**src/design/lrm_pkg.sv**
```systemverilog
`default_nettype none

package lrm_pkg;

    localparam int NUM_VOICES       = 3;
    localparam int FRAC_BITS        = 16;
    localparam int FRAMES_PER_VOICE = 65536;

    localparam int VOICE_W   = 2;
    localparam int FRAME_W   = 16;
    localparam int LEN_W     = 17;
    localparam int POS_W     = 33;
    localparam int MEM_AW    = VOICE_W + FRAME_W;
    localparam int MEM_DEPTH = NUM_VOICES * FRAMES_PER_VOICE;
    localparam int MEM_DW    = 32;

    localparam int MUL_A_W = 38;
    localparam int MUL_B_W = 18;
    localparam int PROD_W  = MUL_A_W + MUL_B_W;

    localparam int CFG_IDX_W  = 3;
    localparam int CFG_DATA_W = 18;

    localparam logic [CFG_IDX_W-1:0] REG_LEN_A   = 3'd0;
    localparam logic [CFG_IDX_W-1:0] REG_LEN_B   = 3'd1;
    localparam logic [CFG_IDX_W-1:0] REG_LEN_C   = 3'd2;
    localparam logic [CFG_IDX_W-1:0] REG_LOOP_A  = 3'd3;
    localparam logic [CFG_IDX_W-1:0] REG_LOOP_B  = 3'd4;
    localparam logic [CFG_IDX_W-1:0] REG_LOOP_C  = 3'd5;
    localparam logic [CFG_IDX_W-1:0] REG_STEP    = 3'd6;
    localparam logic [CFG_IDX_W-1:0] REG_GAIN    = 3'd7;

    typedef enum logic [1:0] {
        MODE_LOAD    = 2'd0,
        MODE_MIX     = 2'd1,
        MODE_RESTART = 2'd2,
        MODE_NONE    = 2'd3
    } t_mode;

    typedef enum logic [3:0] {
        ST_IDLE,
        ST_CHECK,
        ST_WRAP,
        ST_MOD_WAIT,
        ST_ADDR,
        ST_READ_NXT,
        ST_MUL_DL,
        ST_MUL_DR,
        ST_MUL_VL,
        ST_MUL_VR,
        ST_ACC_R,
        ST_GAIN_L,
        ST_GAIN_R,
        ST_FINISH
    } t_state;

endpackage

`default_nettype wire

```
**src/design/lrm_mod.sv**
```systemverilog
`default_nettype none

module lrm_mod
    import lrm_pkg::*;
(
    input  wire logic             i_clk,
    input  wire logic             i_rst_n,
    input  wire logic             i_start,
    input  wire logic [LEN_W-1:0] i_dividend,
    input  wire logic [LEN_W-1:0] i_divisor,
    output logic                  o_done,
    output logic      [LEN_W-1:0] o_rem
);

    // Restoring remainder, one dividend bit per cycle.
    logic [LEN_W-1:0] r_rem;
    logic [LEN_W-1:0] r_dvd;
    logic [LEN_W-1:0] r_div;
    logic [4:0]       r_cnt;
    logic             r_busy;
    logic             r_done;
    logic [LEN_W:0]   trial;
    logic [LEN_W:0]   n_rem;

    always_comb begin
        trial = {r_rem, r_dvd[LEN_W-1]};
        if (trial >= {1'b0, r_div}) begin
            n_rem = trial - {1'b0, r_div};
        end else begin
            n_rem = trial;
        end
    end

    always_ff @(posedge i_clk) begin
        if (!i_rst_n) begin
            r_busy <= 1'b0;
            r_done <= 1'b0;
            r_cnt  <= '0;
        end else begin
            r_done <= 1'b0;
            if (i_start) begin
                r_busy <= 1'b1;
                r_cnt  <= 5'(LEN_W);
            end else if (r_busy) begin
                r_cnt <= r_cnt - 5'd1;
                if (r_cnt == 5'd1) begin
                    r_busy <= 1'b0;
                    r_done <= 1'b1;
                end
            end
        end
    end

    always_ff @(posedge i_clk) begin
        if (i_start) begin
            r_rem <= '0;
            r_dvd <= i_dividend;
            r_div <= i_divisor;
        end else if (r_busy) begin
            r_rem <= n_rem[LEN_W-1:0];
            r_dvd <= {r_dvd[LEN_W-2:0], 1'b0};
        end
    end

    assign o_done = r_done;
    assign o_rem  = r_rem;

endmodule

`default_nettype wire

```
**config.mk**
```make
export PLATFORM = sky130hd
export DESIGN_NAME = lrm_mod
export DESIGN_NICKNAME = d
export VERILOG_FILES = /design/src/design/lrm_pkg.sv /design/src/design/lrm_mod.sv
export SDC_FILE = /design/constraint.sdc
export NUM_CORES = 1
export LEC_CHECK = 0
export BUFFER_PORTS_ARGS = -buffer_cell sky130_fd_sc_hd__buf_2
export CORE_UTILIZATION = 60
export CTS_CLUSTER_SIZE = 16
export DETAILED_ROUTE_END_ITERATION = 10
export GPL_TIMING_DRIVEN = 0
export PLACE_DENSITY = 0.87
export SYNTH_ARGS = -nofsm -noshare
export SYNTH_HDL_FRONTEND = slang
export SYNTH_SLANG_ARGS = --single-unit
export TNS_END_PERCENT = 50
```
**constraint.sdc**
```tcl
create_clock -name i_clk -period 3.7 [get_ports i_clk]
set_input_delay 0.37 -clock i_clk [delete_from_list [all_inputs] [get_ports i_clk]]
set_output_delay 0.37 -clock i_clk [all_outputs]
set_load 0.02 [all_outputs]
```
==> results of run 1 <==
## synth_stat cells, types with 5 or more instances
| cell | count | area share (%) |
|---|---|---|
| nand4_1 | 5 | 0.98 |
| ha_1 | 19 | 7.5 |
| nand2_1 | 28 | 3.3 |
| o21ai_0 | 21 | 3.3 |
| nor2_1 | 20 | 2.4 |
| mux2_2 | 16 | 5.7 |
| inv_1 | 26 | 3.1 |
| edfxtp_1 | 34 | 32 |
| a211oi_1 | 7 | 1.7 |
| nand2b_1 | 6 | 1.2 |
| xnor2_1 | 10 | 2.8 |
| dfxtp_1 | 24 | 15 |
| a21oi_1 | 20 | 3.1 |
| nand3_1 | 8 | 1.3 |
| clkbuf_1 | 6 | 0.71 |
| xor2_1 | 7 | 1.9 |
| mux2i_1 | 8 | 2.5 |
## where the power goes
| part | switching [mW] | internal, mW | total (mW) |
|---|---|---|---|
| Clock | 0.269 | 0.377 | 0.646 |
| Combinational | 0.153 | 0.111 | 0.264 |
| Sequential | 0.0221 | 0.736 | 0.758 |
| Total | 0.444 | 1.22 | 1.67 |
## final timing paths
check	start	to	slack (ps)	depth (start not counted)
max	r_dvd[16]	o_rem[2]	750	10
min	i_divisor[4]	r_div[4]	200	1
max reg2reg	r_dvd[16]	o_rem[2]	750	10
min reg2reg	o_rem[3]	o_rem[3]	500	2
## routing by layer
layer  part of all wire (%)  GRT usage (%)
met5                      0              0
met4                    1.7           10.3
met2                     50           44.7
met1                     42           32.2
met3                    6.3           8.17
## through the flow
| step | utilization (%) | worst slack (ps) | instance area (um2) |
|---|---|---|---|
| final | 73.6 | 746 | 3760 |
| after global routing | 73.6 | 592 | 3760 |
| after CTS | 73.6 | 819 | 3760 |
| after detailed placement | 69.3 | 851 | 3540 |
| after global placement | 69.3 | 942 | 3540 |
| after floorplan | - | 1220 | 3180 |
## worst max-delay path, stage by stage, from the launching register on
cell,delay [ps]
edfxtp_1,410
inv_1,80
ha_1,150
inv_1,50
fa_1,430
a211oi_1,350
o21ai_0,230
a22o_1,260
o21ai_0,600
nand3_1,140
a31oi_1,180
## cell type report
cell class | instances | area, um2
well taps | 70 | 87.6
flip-flops and latches | 58 | 1500
repair buffers | 54 | 270
clock inverters | 7 | 93.8
fillers | 377 | 1350
clock buffers | 9 | 124
plain buffers | 12 | 65.1
inverters | 26 | 97.6
multi-input cells | 216 | 1520
## flip-flops by register name, indices dropped and copies added (netlist names)
signal and count:
o_done 1, o_rem 17, r_busy 1, r_cnt 5
r_div 17, r_dvd 17
## logic make-up (layout without fill, tap and decap cells)
logic type,Yosys count,in the layout
XOR/XNOR,17,17
flip-flops,58,58
buffers and inverters,38,108
multiplexers,24,24
AO/OA/AOI/OAI,76,76
AND/OR/NAND/NOR,79,79
adder cells (fa/ha/maj),20,20
==> results by group, run 1 <==
Worst setup path
  – CP endpoint kind: register
  – Crit start category: register
  – CP arrival: 3220 ps
  – CP max FO: 5
  – Kind of critical path: reg2reg
  – Critical Path RT: 3970 ps

GRT
  – First-pass GRT wire length: 10800 um
  – Number of global-route vias before repair: 2390
  – GR Overflow Total: 0
  – Gr usage total: 26.7%
  – Largest net degree at the start of global routing: 22
  – Initial antenna violation count: 0

Yosys
  – Async S/R FF share, synth: 0%
  – Post-synthesis xor/xnor area fraction: 4.68%
  – Syn_nets: 369
  – Synth cell types: 45
  – Ys flop type: edfxtp_1
  – Gate Count Post-Synth: 312
  – Synthesis warning total: 0
  – Post-Synth Simple-Gate Area: 11.6%
  – Synthesized area: 3180 um2
  – Avg Inst Size Synth: 10.2 um2
  – #FFs+latches synth: 58
  – Post-Synth Adder-Cell Area: 8.10%
  – Sequential area share after synthesis: 47.2%
  – Number of synthesized flops with an enable pin: 34
  – Compound-gate portion of the synthesized area: 15.2%
  – Post-synthesis mux area share: 8.18%
  – Main combinational cell family by area after synthesis: compound AO/OA/AOI/OAI gates

Clock tree
  – Post-CTS sizing: 0
  – Postcts setup bufs: 0
  – Longest Clk Path Bufs: 2
  – # hold bufs at CTS: 0
  – CTS tree: built
  – Skew-Pair Late Insertion Delay: 340 ps
  – CTS Buf Count: 9
  – Clock-pin slew on the worst setup and hold paths: 70 ps
  – Htree depth: 3
  – Clock sink count: 58
  – Clock Tree Root: clkbuf_8

Floorplanning
  – Die Span X: 74.8 um
  – Die Y: 74.8 um
  – Number of cell rows: 26
  – Full die area: 5600 um2
  – Core area: 5110 um2
  – # IOs: 55
  – Starting density of the core: 62.3%

Layout
  – Diodes inserted: 0
  – Nets: 434
  – Final cell count without fillers: 452
  – Area Overhead vs Synth: 18.1%
  – Share of cells above drive strength 1: 24.1%
  – Most frequent cells in the layout: buf_2 (55), edfxtp_1 (34), nand2_1 (28)
  – Most common cell after layout, fill and taps aside: buf_2

Power and ir drop
  – Max VDD drop: 0.315 mV
  – Power Density: 444 nW/um2
  – Leakage power figure: 1.61 nW
  – Total power: 1.67 mW

Placed design
  – HPWL after detailed placement: 4980 um
  – Port Buf Inserts: 54
  – Placed cell count: 436
  – Final Wtd Congestion: 0.885

Status
  – Status: complete, no violations

Route
  – Post-DR vias/cell: 5.73
  – Via count: 2591
  – # DRC: 0
  – Post-DRT Antenna Nets: 0
  – Post-Route WL: 6930 um
  – Drt pass-1 iters: 7
  – DRT iter0 DRCs: 335
  – Routed len/inst: 15.3 um

Timing
  – Slew HR: 50.9%
  – Pins Over Slew Limit: 0
  – Final hold viol count: 0
  – Max Fclk: 339 MHz
  – Worst-Margin Slew: 728 ps
  – Hold slack: 204 ps
  – Fin crit share: 79.8%
  – Final min period: 2950 ps
  – RSZ-0062 raised after global routing: false
  – Setup_tns: 0 ps
  – Worst Skew: 11.0 ps
  – Final Setup Violations: 0

Worst hold path
  – HP Class: in2reg

Run
  – Max cap viols: 0
Note: power is estimated with default switching activity, not from simulation.
==> inputs of run 2 (changes only) <==
--- a/config.mk
+++ b/config.mk
@@ -5,12 +5,13 @@
 export SDC_FILE = /design/constraint.sdc
 export NUM_CORES = 1
 export LEC_CHECK = 0
+export ABC_AREA = 1
 export BUFFER_PORTS_ARGS = -buffer_cell sky130_fd_sc_hd__buf_2
-export CORE_UTILIZATION = 60
+export CORE_UTILIZATION = 52
 export CTS_CLUSTER_SIZE = 16
 export DETAILED_ROUTE_END_ITERATION = 10
 export GPL_TIMING_DRIVEN = 0
-export PLACE_DENSITY = 0.87
+export PLACE_DENSITY = 0.79
 export SYNTH_ARGS = -nofsm -noshare
 export SYNTH_HDL_FRONTEND = slang
 export SYNTH_SLANG_ARGS = --single-unit
==> constraint.sdc (replaced) <==
create_clock -name i_clk -period 2.4 [get_ports i_clk]
set_input_delay 0.24 -clock i_clk [delete_from_list [all_inputs] [get_ports i_clk]]
set_output_delay 0.24 -clock i_clk [all_outputs]
set_load 0.02 [all_outputs]
==> results by group, run 2 <==
Status
  – Status: finished with violations (was complete, no violations)
  – Failing checks: design-rule violations

GRT
  – First-pass GRT wire length: 13300 um (was 10800 um)
  – Largest net degree at the start of global routing: 26 (was 22)
  – Gr usage total: 23.7% (was 26.7%)
  – Initial antenna violation count: 0 (unchanged)
  – GR Overflow Total: 0 (unchanged)
  – Number of global-route vias before repair: 3045 (was 2390)

Timing
  – Slew HR: 57.4% (was 50.9%)
  – Final min period: 2170 ps (was 2950 ps)
  – Max Fclk: 461 MHz (was 339 MHz)
  – Final Setup Violations: 0 (unchanged)
  – Pins Over Slew Limit: 0 (unchanged)
  – Setup_tns: 0 ps (unchanged)
  – RSZ-0062 raised after global routing: false (unchanged)
  – Fin crit share: 90.5% (was 79.8%)
  – Worst-Margin Slew: 637 ps (was 728 ps)
  – Worst Skew: 8.93 ps (was 11.0 ps)
  – Final hold viol count: 0 (unchanged)
  – Final WS setup: 229 ps (was 746 ps)

Power and ir drop
  – Switching share of power: 24.8% (was 26.6%)
  – Max VDD drop: 0.370 mV (was 0.315 mV)
  – Total power: 2.41 mW (was 1.67 mW)
  – Leakage power figure: 2.26 nW (was 1.61 nW)
  – Power share of the sequential group: 47.8% (was 45.4%)
  – Int Pwr: 1.81 mW (was 1.22 mW)
  – Power Density: 580 nW/um2 (was 444 nW/um2)
  – P_sw: 598 uW (was 444 uW)
  – Clock power share: 40.2% (was 38.7%)
  – Logic pwr share: 12.1% (was 15.8%)

Worst setup path
  – CP endpoint kind: register (unchanged)
  – Critical Path RT: 2620 ps (was 3970 ps)
  – Kind of critical path: reg2reg (unchanged)
  – CP max FO: 10 (was 5)
  – CP arrival: 2390 ps (was 3220 ps)
  – Crit start category: register (unchanged)

Yosys
  – Sequential area share after synthesis: 42.1% (was 47.2%)
  – #FFs+latches synth: 58 (unchanged)
  – Synthesized area: 3570 um2 (was 3180 um2)
  – Top cells by instance count after synthesis: nand2_1 (169), inv_1 (81), nand3_1 (38), edfxtp_1 (34), dfxtp_1 (24) (was edfxtp_1 (34), nand2_1 (28), inv_1 (26), dfxtp_1 (24), o21ai_0 (21))
  – Synthesis warning total: 0 (unchanged)
  – Ys flop type: edfxtp_1 (unchanged)
  – Synth area leaders: edfxtp_1 (29%), nand2_1 (18%), dfxtp_1 (13%) (was edfxtp_1 (32%), dfxtp_1 (15%), ha_1 (7.5%))
  – Most numerous cell in the Yosys netlist: nand2_1 (was edfxtp_1)
  – Synth cell types: 35 (was 45)
  – Leading area contributor after synthesis: edfxtp_1 (unchanged)
  – Async S/R FF share, synth: 0% (unchanged)
  – Number of synthesized flops with an enable pin: 34 (unchanged)
  – Synth top area share: 28.6% (was 32.1%)
  – Syn_nets: 530 (was 369)
  – Gate Count Post-Synth: 473 (was 312)
  – Avg Inst Size Synth: 7.54 um2 (was 10.2 um2)

Layout
  – Diodes inserted: 0 (unchanged)
  – Fillers: 573 (was 377)
  – Final cell count without fillers: 620 (was 452)
  – Most common cell after layout, fill and taps aside: nand2_1 (was buf_2)
  – Share of cells above drive strength 1: 18.4% (was 24.1%)
  – Nets: 595 (was 434)
  – Area Overhead vs Synth: 16.1% (was 18.1%)
  – Most frequent cells in the layout: nand2_1 (169), inv_1 (81), buf_2 (56) (was buf_2 (55), edfxtp_1 (34), nand2_1 (28))

Route
  – DRT iter0 DRCs: 212 (was 335)
  – # DRC: 1 (was 0)
  – Routed len/inst: 12.7 um (was 15.3 um)
  – Post-DR vias/cell: 5.09 (was 5.73)
  – Drt pass-1 iters: 8 (was 7)
  – Via count: 3158 (was 2591)
  – Post-Route WL: 7860 um (was 6930 um)
  – Post-DRT Antenna Nets: 0 (unchanged)

Placed design
  – Placed cell count: 604 (was 436)
  – HPWL after detailed placement: 5800 um (was 4980 um)
  – Final Wtd Congestion: 0.899 (was 0.885)
  – Port Buf Inserts: 54 (unchanged)
  – Dpl ws: 272 ps (was 851 ps)

Floorplanning
  – Die Y: 84.8 um (was 74.8 um)
  – Number of cell rows: 29 (was 26)
  – Core area: 6490 um2 (was 5110 um2)
  – # IOs: 55 (unchanged)
  – Die Span X: 84.8 um (was 74.8 um)
  – Full die area: 7200 um2 (was 5600 um2)
  – Starting density of the core: 54.9% (was 62.3%)

Clock tree
  – Clock-pin slew on the worst setup and hold paths: 70 ps (about the same)
  – Clock sink count: 58 (unchanged)
  – Longest Clk Path Bufs: 2 (unchanged)
  – # hold bufs at CTS: 0 (unchanged)
  – Clock Tree Root: clkbuf_8 (unchanged)
  – Post-CTS sizing: 0 (unchanged)
  – CTS Buf Count: 9 (unchanged)
  – Skew-Pair Late Insertion Delay: 340 ps (about the same)
  – Htree depth: 3 (unchanged)
  – CTS tree: built (unchanged)
  – Postcts setup bufs: 0 (unchanged)

Run
  – Max cap viols: 0 (unchanged)

Worst hold path
  – HP Class: in2reg (unchanged)
run 2: routing by layer:
metal / share of wire (%) / wire, um / GRT usage (%) / vias to the layer above
met2: 48 / 3750 / 39.3 / 106
met4: 2.3 / 179 / 10.6 / 0
met5: 0 / 0 / 0 / -
met1: 44 / 3460 / 28.8 / 1419
met3: 6.0 / 474 / 6.71 / 19
li1: - / - / - / 1614
run 2: worst max-delay path, cell delays in order, from the launching register on:
cell,delay (ps)
edfxtp_1,350
inv_1,80
ha_1,140
inv_1,50
fa_1,430
nand3_1,150
nand3_2,120
nand2_4,160
buf_2,290
nand3_1,130
nand3_2,90
o21ai_2,50
run 2: worst paths after layout:
check	to	cells after the start	from	slack (ps)
worst min-delay path	r_div[2]	1	i_divisor[2]	70
worst max register to register	o_rem[7]	11	r_dvd[16]	230
worst max-delay path	o_rem[7]	11	r_dvd[16]	230
worst min register to register	o_rem[12]	2	o_rem[12]	490
run 2: power by group through the flow:
stage | logic [mW] | registers [mW] | clock network (mW)
2_1_floorplan | 0.197 | 1.17 | 0
5_1_grt | 0.330 | 1.15 | 1.02
4_1_cts | 0.290 | 1.15 | 0.981
6_report | 0.290 | 1.15 | 0.966
3_3_place_gp | 0.279 | 1.17 | 0
3_5_place_dp | 0.288 | 1.17 | 0
run 2: stage by stage:
stage                     utilization [%]  cell area, um2  hold WS [ps]
after CTS                            63.8            4140          55.7
after detailed placement             60.6            3940           418
final                                63.8            4140          66.7
after floorplan                         -            3570           339
after global placement               60.6            3940           416
after global routing                 63.8            4140          50.5
run 2: cell families (layout without fill, tap and decap cells):
kind of cell	after synthesis	in the layout	synth area share (%)
simple gates	270	270	34.6
buf+inv	93	163	10.4
flops	58	58	42.1
compound gates	24	24	3.68
fa+ha+maj	20	20	7.22
xor+xnor	8	8	1.96
run 2: cell type report:
type / count / area, um2 / area share (%)
multi-input cells: 322 / 1700 / 40.9
flip-flops and latches: 58 / 1500 / 36.2
inverters: 85 / 319 / 7.70
repair buffers: 54 / 270 / 6.52
clock buffers: 10 / 128 / 3.08
well taps: 77 / 96.3 / 2.32
clock inverters: 6 / 81.3 / 1.96
plain buffers: 8 / 52.6 / 1.27
==> inputs of run 3 (changes only) <==
--- a/config.mk
+++ b/config.mk
@@ -12,6 +12,8 @@
 export DETAILED_ROUTE_END_ITERATION = 10
 export GPL_TIMING_DRIVEN = 0
 export PLACE_DENSITY = 0.79
+export RECOVER_POWER = 25
+export SKIP_CTS_REPAIR_TIMING = 1
 export SYNTH_ARGS = -nofsm -noshare
 export SYNTH_HDL_FRONTEND = slang
 export SYNTH_SLANG_ARGS = --single-unit
==> results by group, run 3 (synthesis gave the netlist of run 2 again) <==
Placed design
  – Final Wtd Congestion: 0.899 (unchanged)
  – Port Buf Inserts: 54 (unchanged)
  – Placed cell area: 3940 um2 (unchanged)
  – HPWL after detailed placement: 5800 um (unchanged)

Power and ir drop
  – Power Density: 581 nW/um2 (was 580 nW/um2)
  – Max VDD drop: 0.371 mV (was 0.370 mV)
  – Leakage power figure: 2.26 nW (about the same)

Route
  – Drt pass-1 iters: 7 (was 8)
  – Post-DR vias/cell: 5.09 (about the same)
  – Routed len/inst: 12.7 um (about the same)
  – DRT iter0 DRCs: 212 (unchanged)
  – Via count: 3154 (was 3158)
  – Post-Route WL: 7850 um (was 7860 um)
  – # DRC: 0 (was 1)
  – Post-DRT Antenna Nets: 0 (unchanged)

Clock tree
  – Clock Tree Root: clkbuf_8 (unchanged)
  – Clock-pin slew on the worst setup and hold paths: 70 ps (about the same)
  – CTS Buf Count: 9 (unchanged)
  – Clock sink count: 58 (unchanged)
  – Htree depth: 3 (unchanged)
  – CTS tree: built (unchanged)
  – Longest Clk Path Bufs: 2 (unchanged)
  – Skew-Pair Late Insertion Delay: 340 ps (about the same)

Layout
  – Post-route design area: 4140 um2 (about the same)
  – Diodes inserted: 0 (unchanged)
  – Area Overhead vs Synth: 16.1% (about the same)
  – Nets: 595 (unchanged)
  – Fillers: 574 (was 573)
  – Most frequent cells in the layout: nand2_1 (169), inv_1 (81), buf_2 (54) (was nand2_1 (169), inv_1 (81), buf_2 (56))
  – Storage cell area: 1500 um2 (unchanged)
  – Multi-input gate area: 1700 um2 (unchanged)
  – Share of cells above drive strength 1: 18.0% (was 18.4%)
  – Most common cell after layout, fill and taps aside: nand2_1 (unchanged)

GRT
  – Gr usage total: 23.7% (unchanged)
  – First-pass GRT wire length: 13300 um (unchanged)
  – Number of global-route vias before repair: 3045 (unchanged)
  – Largest net degree at the start of global routing: 26 (unchanged)
  – GR Overflow Total: 0 (unchanged)
  – Initial antenna violation count: 0 (unchanged)

Worst hold path
  – Hold Crit Start: i_divisor[2] (unchanged)
  – HP Class: in2reg (unchanged)
  – Hold Path Depth: 1 (unchanged)
  – Hold EP: r_div[2] (unchanged)

Timing
  – Max Fclk: 461 MHz (about the same)
  – Pins Over Slew Limit: 0 (unchanged)
  – Final hold viol count: 0 (unchanged)
  – Final min period: 2170 ps (about the same)
  – Worst Skew: 8.83 ps (was 8.93 ps)
  – Setup_tns: 0 ps (unchanged)
  – RSZ-0062 raised after global routing: false (unchanged)
  – Fin crit share: 90.4% (was 90.5%)
  – Slew HR: 22.0% (was 57.4%)
  – Worst-Margin Slew: 1170 ps (was 637 ps)
  – Final Setup Violations: 0 (unchanged)

Worst setup path
  – Critical Path RT: 2620 ps (about the same)
  – CP max FO: 10 (unchanged)
  – CP arrival: 2380 ps (was 2390 ps)
  – Kind of critical path: reg2reg (unchanged)
  – Crit start category: register (unchanged)
  – FF-to-FF End: o_rem[7] (unchanged)
  – Reg2reg start: r_dvd[16] (unchanged)
  – R2R depth: 11 (unchanged)
  – CP endpoint kind: register (unchanged)
  – R2r setup slk: 230 ps (about the same)

Floorplanning
  – # IOs: 55 (unchanged)
  – Core area: 6490 um2 (unchanged)
  – Starting density of the core: 54.9% (unchanged)
  – Die Y: 84.8 um (unchanged)
  – Full die area: 7200 um2 (unchanged)
  – Number of cell rows: 29 (unchanged)
  – Die Span X: 84.8 um (unchanged)

Status
  – Status: complete, no violations (was finished with violations)

Run
  – Max cap viols: 0 (unchanged)
run 3: cell types whose count changed in the layout (fill, tap and decap cells not counted):
cell | previous run | this run
buf_2 | 56 | 54
clkbuf_1 | 4 | 6
run 3: how the worst max path moves through the flow:
stage	depth (start not counted)	from	to
3_3_place_gp	11	r_dvd[16]	o_rem[7]
3_5_place_dp	11	r_dvd[16]	o_rem[7]
2_1_floorplan	11	r_dvd[16]	o_rem[7]
6_report	11	r_dvd[16]	o_rem[7]
5_1_grt	5	i_start	r_dvd[9]
4_1_cts	11	r_dvd[16]	o_rem[7]
run 3: metrics by stage:
stage          util (%)  setup slack (ps)  power [mW]  hold WS [ps]  instances
5_1_grt            63.8              82.3        2.51          50.5        620
2_1_floorplan         -               521        1.36           339        473
4_1_cts            63.8               240        2.42          55.7        620
3_5_place_dp       60.6               272        1.46           418        604
3_3_place_gp       60.6               282        1.45           416        604
6_report           63.8               231        2.41          66.1        620
run 3: worst max-delay path, stage by stage (launching register included):
cell and delay [ps]:
edfxtp_1 350, inv_1 80, ha_1 140, inv_1 50, fa_1 430, nand3_1 150, nand3_2 120, nand2_4 160
buf_2 280, nand3_1 130, nand3_2 90, o21ai_2 50
run 3: layout make-up:
type | instances | share of cell area, %
multi-input combinational | 322 | 40.9
clock buffer | 10 | 3.08
clock inverter | 6 | 1.96
sequential | 58 | 36.3
tap | 77 | 2.33
inverter | 85 | 7.70
timing repair buffer | 54 | 6.47
buffer | 8 | 1.27
run 3: per-layer routing:
layer	vias up	wire length [um]	track usage (%)
li1	1614	-	-
met1	1418	3500	28.8
met2	103	3710	39.3
met3	19	464	6.71
met4	0	176	10.6
met5	-	0	0
run 3: power breakdown:
part / switching (mW) / internal, mW
logic: 0.186 / 0.103
registers: 0.0220 / 1.13
clock network: 0.390 / 0.577
